`src/rtl/core/cpu8alu_pkg.sv`:
```
// ----------------------------------------------------------------------------
// cpu8alu_pkg: shared types and constants of the eight-bit ALU
// Command codes, the per-beat input and result records, and the constants
// that the decimal adjust logic uses.
// ----------------------------------------------------------------------------
package cpu8alu_pkg;

    // Operation codes carried by the command field.
    typedef enum logic [3:0] {
        CMD_ADD  = 4'd0,
        CMD_SUB  = 4'd1,
        CMD_AND  = 4'd2,
        CMD_OR   = 4'd3,
        CMD_XOR  = 4'd4,
        CMD_SHL  = 4'd5,
        CMD_SHR  = 4'd6,
        CMD_ROTL = 4'd7,
        CMD_ROTR = 4'd8,
        CMD_INC  = 4'd9,
        CMD_DEC  = 4'd10,
        CMD_CMP  = 4'd11,
        CMD_BIT  = 4'd12,
        CMD_LOAD = 4'd13
    } t_cmd;

    // Decimal adjust constants.
    localparam logic [4:0] BCD_LO_LIMIT = 5'h0A;
    localparam logic [3:0] BCD_LO_ADJ   = 4'h6;
    localparam logic [3:0] BCD_LO_WRAP  = 4'hA;
    localparam logic [8:0] BCD_HI_LIMIT = 9'h0A0;
    localparam logic [9:0] BCD_HI_ADJ   = 10'h060;
    localparam logic [7:0] BCD_HI_SUB   = 8'h60;

    // One input beat.
    typedef struct packed {
        logic [3:0] command;
        logic [7:0] operand_a;
        logic [7:0] operand_b;
        logic       carry_in;
        logic       overflow_in;
        logic       decimal_in;
    } t_item;

    // Result of the adder / subtractor.
    typedef struct packed {
        logic [7:0] value;
        logic       carry;
        logic       overflow;
    } t_arith;

    // One result beat.
    typedef struct packed {
        logic [7:0] result_byte;
        logic       carry_out;
        logic       zero_out;
        logic       negative_out;
        logic       overflow_out;
    } t_result;

endpackage

```
`src/rtl/core/cpu8alu_addsub.sv`:
```
// ----------------------------------------------------------------------------
// cpu8alu_addsub: binary and decimal add / subtract with carry
// Computes a+b+c or a-b-(1-c), with nibble decimal adjust when decimal mode
// is on, and returns the byte, the carry (no borrow on subtract) and the
// signed overflow taken from the final byte.
// ----------------------------------------------------------------------------
module cpu8alu_addsub (
    input  logic [7:0]           i_a,
    input  logic [7:0]           i_b,
    input  logic                 i_carry,
    input  logic                 i_decimal,
    input  logic                 i_sub,
    output cpu8alu_pkg::t_arith  o_arith
);

    logic [4:0] add_lo_raw;
    logic [4:0] add_lo;
    logic [8:0] add_hi;
    logic [9:0] add_dec;
    logic [8:0] add_bin;
    logic       borrow;
    logic [5:0] sub_lo_raw;
    logic [5:0] sub_lo;
    logic [9:0] sub_dec;
    logic [8:0] sub_bin;
    logic [7:0] add_r;
    logic [7:0] sub_r;
    logic       add_c;
    logic       sub_c;

    // Decimal add: the low digit carries 0x10 into the high part after adjust.
    assign add_lo_raw = {1'b0, i_a[3:0]} + {1'b0, i_b[3:0]} + {4'b0, i_carry};
    assign add_lo     = (add_lo_raw >= cpu8alu_pkg::BCD_LO_LIMIT)
                      ? {1'b1, add_lo_raw[3:0] + cpu8alu_pkg::BCD_LO_ADJ} : add_lo_raw;
    assign add_hi     = {1'b0, i_a[7:4], 4'b0} + {1'b0, i_b[7:4], 4'b0} + {4'b0, add_lo};
    assign add_dec    = (add_hi >= cpu8alu_pkg::BCD_HI_LIMIT)
                      ? ({1'b0, add_hi} + cpu8alu_pkg::BCD_HI_ADJ) : {1'b0, add_hi};
    assign add_bin    = {1'b0, i_a} + {1'b0, i_b} + {8'b0, i_carry};

    // Decimal subtract: a negative low digit wraps into the range -16 to -1.
    assign borrow     = ~i_carry;
    assign sub_lo_raw = {2'b0, i_a[3:0]} - {2'b0, i_b[3:0]} - {5'b0, borrow};
    assign sub_lo     = sub_lo_raw[5]
                      ? {2'b11, sub_lo_raw[3:0] + cpu8alu_pkg::BCD_LO_WRAP} : sub_lo_raw;
    assign sub_dec    = {2'b0, i_a[7:4], 4'b0} - {2'b0, i_b[7:4], 4'b0}
                      + {{4{sub_lo[5]}}, sub_lo};
    assign sub_bin    = {1'b0, i_a} - {1'b0, i_b} - {8'b0, borrow};

    // Pick the mode and form the byte and carry.
    always_comb begin
        if (i_decimal) begin
            add_r = add_dec[7:0];
            add_c = |add_dec[9:8];
            sub_r = sub_dec[9] ? (sub_dec[7:0] - cpu8alu_pkg::BCD_HI_SUB) : sub_dec[7:0];
            sub_c = ~sub_dec[9];
        end else begin
            add_r = add_bin[7:0];
            add_c = add_bin[8];
            sub_r = sub_bin[7:0];
            sub_c = ~sub_bin[8];
        end
    end

    // Overflow is taken from the final byte in both modes.
    always_comb begin
        if (i_sub) begin
            o_arith.value    = sub_r;
            o_arith.carry    = sub_c;
            o_arith.overflow = (i_a[7] ^ sub_r[7]) & (~i_b[7] ^ sub_r[7]);
        end else begin
            o_arith.value    = add_r;
            o_arith.carry    = add_c;
            o_arith.overflow = (i_a[7] ^ add_r[7]) & (i_b[7] ^ add_r[7]);
        end
    end

endmodule

```
`src/rtl/core/cpu8alu_exec.sv`:
```
// ----------------------------------------------------------------------------
// cpu8alu_exec: operation decode, result select and flag update
// Combinational path between the input register and the result register.
// Flags that an operation leaves alone pass through from the input beat.
// ----------------------------------------------------------------------------
module cpu8alu_exec (
    input  cpu8alu_pkg::t_item   i_item,
    output cpu8alu_pkg::t_result o_result
);

    cpu8alu_pkg::t_arith arith;
    logic [7:0] a;
    logic [7:0] b;
    logic [7:0] cmp_diff;
    logic [7:0] r;
    logic       c;
    logic       v;
    logic       z;
    logic       n;
    logic       zn_from_r;

    assign a        = i_item.operand_a;
    assign b        = i_item.operand_b;
    assign cmp_diff = a - b;

    // Shared adder for add and subtract.
    cpu8alu_addsub u_addsub (
        .i_a       (a),
        .i_b       (b),
        .i_carry   (i_item.carry_in),
        .i_decimal (i_item.decimal_in),
        .i_sub     (cpu8alu_pkg::t_cmd'(i_item.command) == cpu8alu_pkg::CMD_SUB),
        .o_arith   (arith)
    );

    // Decode the command and select result and flags.
    always_comb begin
        r         = a;
        c         = i_item.carry_in;
        v         = i_item.overflow_in;
        z         = 1'b0;
        n         = 1'b0;
        zn_from_r = 1'b1;
        unique case (cpu8alu_pkg::t_cmd'(i_item.command)) inside
            cpu8alu_pkg::CMD_ADD, cpu8alu_pkg::CMD_SUB: begin
                r = arith.value;
                c = arith.carry;
                v = arith.overflow;
            end
            cpu8alu_pkg::CMD_AND:  r = a & b;
            cpu8alu_pkg::CMD_OR:   r = a | b;
            cpu8alu_pkg::CMD_XOR:  r = a ^ b;
            cpu8alu_pkg::CMD_SHL: begin
                c = a[7];
                r = {a[6:0], 1'b0};
            end
            cpu8alu_pkg::CMD_SHR: begin
                c = a[0];
                r = {1'b0, a[7:1]};
            end
            cpu8alu_pkg::CMD_ROTL: begin
                c = a[7];
                r = {a[6:0], i_item.carry_in};
            end
            cpu8alu_pkg::CMD_ROTR: begin
                c = a[0];
                r = {i_item.carry_in, a[7:1]};
            end
            cpu8alu_pkg::CMD_INC:  r = a + 8'd1;
            cpu8alu_pkg::CMD_DEC:  r = a - 8'd1;
            cpu8alu_pkg::CMD_CMP: begin
                c         = (a >= b);
                z         = (a == b);
                n         = cmp_diff[7];
                zn_from_r = 1'b0;
            end
            cpu8alu_pkg::CMD_BIT: begin
                z         = ((a & b) == 8'h00);
                n         = b[7];
                v         = b[6];
                zn_from_r = 1'b0;
            end
            cpu8alu_pkg::CMD_LOAD: r = b;
            default:               r = a;
        endcase
        if (zn_from_r) begin
            z = (r == 8'h00);
            n = r[7];
        end
    end

    assign o_result.result_byte  = r;
    assign o_result.carry_out    = c;
    assign o_result.zero_out     = z;
    assign o_result.negative_out = n;
    assign o_result.overflow_out = v;

endmodule

```
`src/rtl/core/cpu8_alu_bcd_flags_top.sv`:
```
// ----------------------------------------------------------------------------
// cpu8_alu_bcd_flags_top: eight-bit processor ALU with decimal mode
//
//   Channel   Handshake          Fields
//   command   start / busy       i_command, i_operand_a, i_operand_b,
//                                i_carry_in, i_overflow_in, i_decimal_in
//   result    o_valid (strobe)   o_result_byte, o_carry_out, o_zero_out,
//                                o_negative_out, o_overflow_out
//
// One beat is accepted in every cycle; busy is always low.
// Each command beat passes through the input register and then the result
// register, with the decode and adder logic between them.
// Reset is synchronous and active low; it clears both valid bits.
// The result is shown for one cycle only; the receiver cannot stall it.
// ----------------------------------------------------------------------------
module cpu8_alu_bcd_flags_top (
    input  logic       i_clk,
    input  logic       i_rst_n,
    input  logic       start,
    output logic       busy,
    input  logic [3:0] i_command,
    input  logic [7:0] i_operand_a,
    input  logic [7:0] i_operand_b,
    input  logic       i_carry_in,
    input  logic       i_overflow_in,
    input  logic       i_decimal_in,
    output logic       o_valid,
    output logic [7:0] o_result_byte,
    output logic       o_carry_out,
    output logic       o_zero_out,
    output logic       o_negative_out,
    output logic       o_overflow_out
);

    logic                 r_in_vld;
    cpu8alu_pkg::t_item   r_item;
    cpu8alu_pkg::t_item   n_item;
    logic                 r_out_vld;
    cpu8alu_pkg::t_result r_res;
    cpu8alu_pkg::t_result n_res;

    // The block never holds off a command beat.
    assign busy = 1'b0;

    assign n_item.command     = i_command;
    assign n_item.operand_a   = i_operand_a;
    assign n_item.operand_b   = i_operand_b;
    assign n_item.carry_in    = i_carry_in;
    assign n_item.overflow_in = i_overflow_in;
    assign n_item.decimal_in  = i_decimal_in;

    // Input register.
    always_ff @(posedge i_clk) begin
        if (!i_rst_n) begin
            r_in_vld <= 1'b0;
        end else begin
            r_in_vld <= start & ~busy;
        end
        r_item <= n_item;
    end

    // Execute logic.
    cpu8alu_exec u_exec (
        .i_item   (r_item),
        .o_result (n_res)
    );

    // Result register.
    always_ff @(posedge i_clk) begin
        if (!i_rst_n) begin
            r_out_vld <= 1'b0;
        end else begin
            r_out_vld <= r_in_vld;
        end
        r_res <= n_res;
    end

    assign o_valid        = r_out_vld;
    assign o_result_byte  = r_res.result_byte;
    assign o_carry_out    = r_res.carry_out;
    assign o_zero_out     = r_res.zero_out;
    assign o_negative_out = r_res.negative_out;
    assign o_overflow_out = r_res.overflow_out;

    // Every accepted beat yields a result.
    a_beat_to_result: assert property (@(posedge i_clk) disable iff (!i_rst_n)
        (start && !busy) |=> ##1 o_valid)
        else $error("accepted beat produced no result");

    // No result appears without an earlier accepted beat.
    a_no_invented: assert property (@(posedge i_clk) disable iff (!i_rst_n)
        o_valid |-> $past(start, 2))
        else $error("result without an accepted beat");

    // Compare leaves the register operand in the result byte.
    a_cmp_keeps_a: assert property (@(posedge i_clk) disable iff (!i_rst_n)
        (start && i_command == cpu8alu_pkg::CMD_CMP) |=> ##1
        (o_result_byte == $past(i_operand_a, 2)))
        else $error("compare changed the result byte");

    // Load takes zero from the loaded byte.
    a_load_zero: assert property (@(posedge i_clk) disable iff (!i_rst_n)
        (start && i_command == cpu8alu_pkg::CMD_LOAD) |=> ##1
        (o_zero_out == (o_result_byte == 8'h00)))
        else $error("load zero flag does not match the result");

endmodule

```
`config.mk`:
```
export PLATFORM = sky130hd
export DESIGN_NAME = cpu8_alu_bcd_flags_top
export DESIGN_NICKNAME = d
export VERILOG_FILES = /design/src/rtl/core/cpu8alu_pkg.sv /design/src/rtl/core/cpu8alu_addsub.sv /design/src/rtl/core/cpu8alu_exec.sv /design/src/rtl/core/cpu8_alu_bcd_flags_top.sv
export SDC_FILE = /design/constraint.sdc
export NUM_CORES = 1
export LEC_CHECK = 0
export BUFFER_PORTS_ARGS = -buffer_cell sky130_fd_sc_hd__buf_2
export CORE_MARGIN = 2
export CORE_UTILIZATION = 60
export DETAILED_ROUTE_END_ITERATION = 7
export PLACE_DENSITY = 0.79
export SLEW_MARGIN = 20
export SYNTH_ARGS = -nofsm -noshare
export SYNTH_HDL_FRONTEND = slang
export SYNTH_SLANG_ARGS = --single-unit
```
`constraint.sdc`:
```
create_clock -name i_clk -period 7.3 [get_ports i_clk]
set_input_delay 2.19 -clock i_clk [delete_from_list [all_inputs] [get_ports i_clk]]
set_output_delay 2.19 -clock i_clk [all_outputs]
set_load 0.005 [all_outputs]
```
==> flow_summary.ini <==
[worst_setup_path]
crit_arrival_ns = 6.07
path_cells = inv_1, fa_1, fa_1, xnor2_1, inv_2, ha_1, inv_1, a31o_1, o211a_1, nor2_1, fa_1, inv_1, ha_1, inv_1, fa_1, ha_1, nand3b_1, o211ai_1, a311oi_1, mux2_2, nor2_1, nor4_1, o211ai_1, o31ai_2
critPathBufInv = 5
cpLargestDelayFamily = adder cells
max_stage_delay_ns = 0.54
path_max_fanout = 8
critPathLaunchType = register
cpMaxStageDelayCell = fa_1
worst-endpoint-required_ns = 7.53
critPathKind = reg2reg
end_kind = register

[sta]
finalMaxSlewViolations = 0
tightestPinTransition_ns = 1.091
finalCritPeriodShare_pct = 80.00
relSlewSlack_pct = 27.14
fmax_mhz = 171.2
setup_viol_count_final = 0
tns_ns = 0
fin_crit_ns = 5.840
hold_viol = 0
whs_ns = 0.4541
rsz0062_at_grt = false
finClkSkew_ns = 0.006413

[power_and_ir_drop]
p_leak_nw = 2.137
p_total_uw = 844.6
cellPowerDensity_nw_per_um2 = 171.7
ir_worst_vdd_uv = 127.0

[yosys]
synth_area_um2 = 4644
ys_types = 82
yosys_warnings = 0
synth_flop_cell = dfxtp_1
synthTopCellsByArea = dfxtp_1 16%, ha_1 15%, a21oi_1 5.4%
ys_ff_latch = 37
syn_inst = 584
syn_area_per_cell_um2 = 7.953
synth_top_area_share_pct = 15.95
ys_seq_area_share_pct = 15.95
synth-edff-count = 0
syn_nets = 678
synth_top_area_cell = dfxtp_1
async_reset_ff_share_pct = 0

[clocking]
path_clk_slew_ns = 0.09
htreeDepth = 2
postCtsSetupBuffers = 0
cts_resized = 0
clk_latency_ns = 0.30
cts_tree = yes
cts-root-buf = clkbuf_8
cts_sinks = 37
hold_buffers = 0
cts-buffers-inserted = 5
clk_path_buf_depth = 2

[global_routing]
antenna_found_initial = 0
grt_pass1_wl_um = 22120
grt_start_max_net_pins = 44
grt_pass1_vias = 4335
overflow = 0
track_usage_pct = 33.11

[die]
start_util_pct = 61.05
fp.dieArea_um2 = 8460
io_pins = 40
die_w_um = 91.98
fp.coreArea_um2 = 7607
fp-row-count = 32
die_h_um = 91.98

[cells_and_area]
diodes = 0
final_layout_size_suffix_gt1_share_pct = 12.40
stdcell_count = 707
syn_to_final_growth_pct = 5.900
fillers = 667
fin_nets = 698

[drt]
drt-initial-drc-count = 549
route.detailed.drc = 0
drt-total-wl_um = 14070
vias = 4792
wl_per_cell_um = 19.89
first_pass_iters = 6
ant_nets = 0
viasPerCell = 6.778

[job]
drv_cap = 0

[placement]
dp.cells = 699
io_buffers = 38
hpwl_um = 10790
routabilityCongestion = 1.035

[worst_hold_path]
min_path_type = reg2reg

[status]
status = finished clean
-- registers in the layout, summed over array words and instances, names as in the netlist --
name	flops
o_zero_out	1
r_in_vld	1
o_valid	1
o_result_byte	8
o_carry_out	1
o_overflow_out	1
o_negative_out	1
r_item	23
-- synth_stat cells, drive strengths merged, types with 9 or more instances --
| cell type | instances |
|---|---|
| a31oi | 9 |
| nor2b | 9 |
| buf | 17 |
| inv | 52 |
| ha | 56 |
| o21ai | 36 |
| a21oi | 50 |
| fa | 12 |
| nor2 | 51 |
| nand3 | 11 |
| mux2i | 9 |
| xnor2 | 15 |
| nor3 | 13 |
| dfxtp | 37 |
| nand2 | 30 |
| clkbuf | 10 |
-- placed cells by master, fill, tap and decap left out, types with 10 or more instances in the layout --
cell	synthesis	layout
buf_2	13	38
nand2_1	29	29
nor2_1	51	51
xnor2_1	15	15
a21oi_1	50	50
fa_1	12	12
ha_1	56	56
dfxtp_1	37	37
inv_1	48	48
nor3_1	12	12
nand3_1	10	10
o21ai_0	33	33
-- cells by family after synthesis --
kind of cell,after synthesis,synth area share [%]
fa+ha+maj,68,20.26
flops,37,15.95
mux,13,2.909
compound gates,193,28.58
other cells,1,0.08074
simple gates,172,19.94
buf+inv,80,8.109
xor+xnor,20,4.176
-- through the flow --
step	setup slack, ns	util [%]	area (um^2)
after floorplan	2.122	-	4644
after global placement	1.737	63.14	4803
after detailed placement	1.519	63.14	4803
after CTS	1.482	64.65	4918
after global routing	0.8964	64.65	4918
final	1.460	64.65	4918
-- path summary, 6_finish.rpt --
kind,start,to,slack [ns],cells after the start
setup reg to reg,r_item[11],o_zero_out,1.46,24
hold reg to reg,r_in_vld,o_valid,0.45,1
hold / removal,r_in_vld,o_valid,0.45,1
setup / recovery,r_item[11],o_zero_out,1.46,24
-- area by class of cell --
type | count | area (um^2) | share of cell area (%)
Inverter | 52 | 195.2 | 3.968
Timing Repair Buffer | 41 | 212.7 | 4.325
Multi-Input combinational cell | 467 | 3527 | 71.71
Clock inverter | 3 | 46.29 | 0.9412
Tap cell | 102 | 127.6 | 2.595
Clock buffer | 5 | 68.82 | 1.399
Sequential cell | 37 | 740.7 | 15.06
-- where the power goes --
group | switching, mW | internal (mW)
Combinational | 0.251 | 0.171
Clock | 0.0839 | 0.102
Sequential | 0.0178 | 0.219
Total | 0.352 | 0.492
-- layer usage --
metal,up-vias,share of wire (%),global-route usage (%),wire length [um]
li1,2174,-,-,-
met1,2251,40,45.18,5650
met2,306,46,54.11,6479
met3,61,8.9,2.712,1251
met4,0,4.9,13.68,684
met5,-,0,0,0
Power figures use the tool's default switching activity.
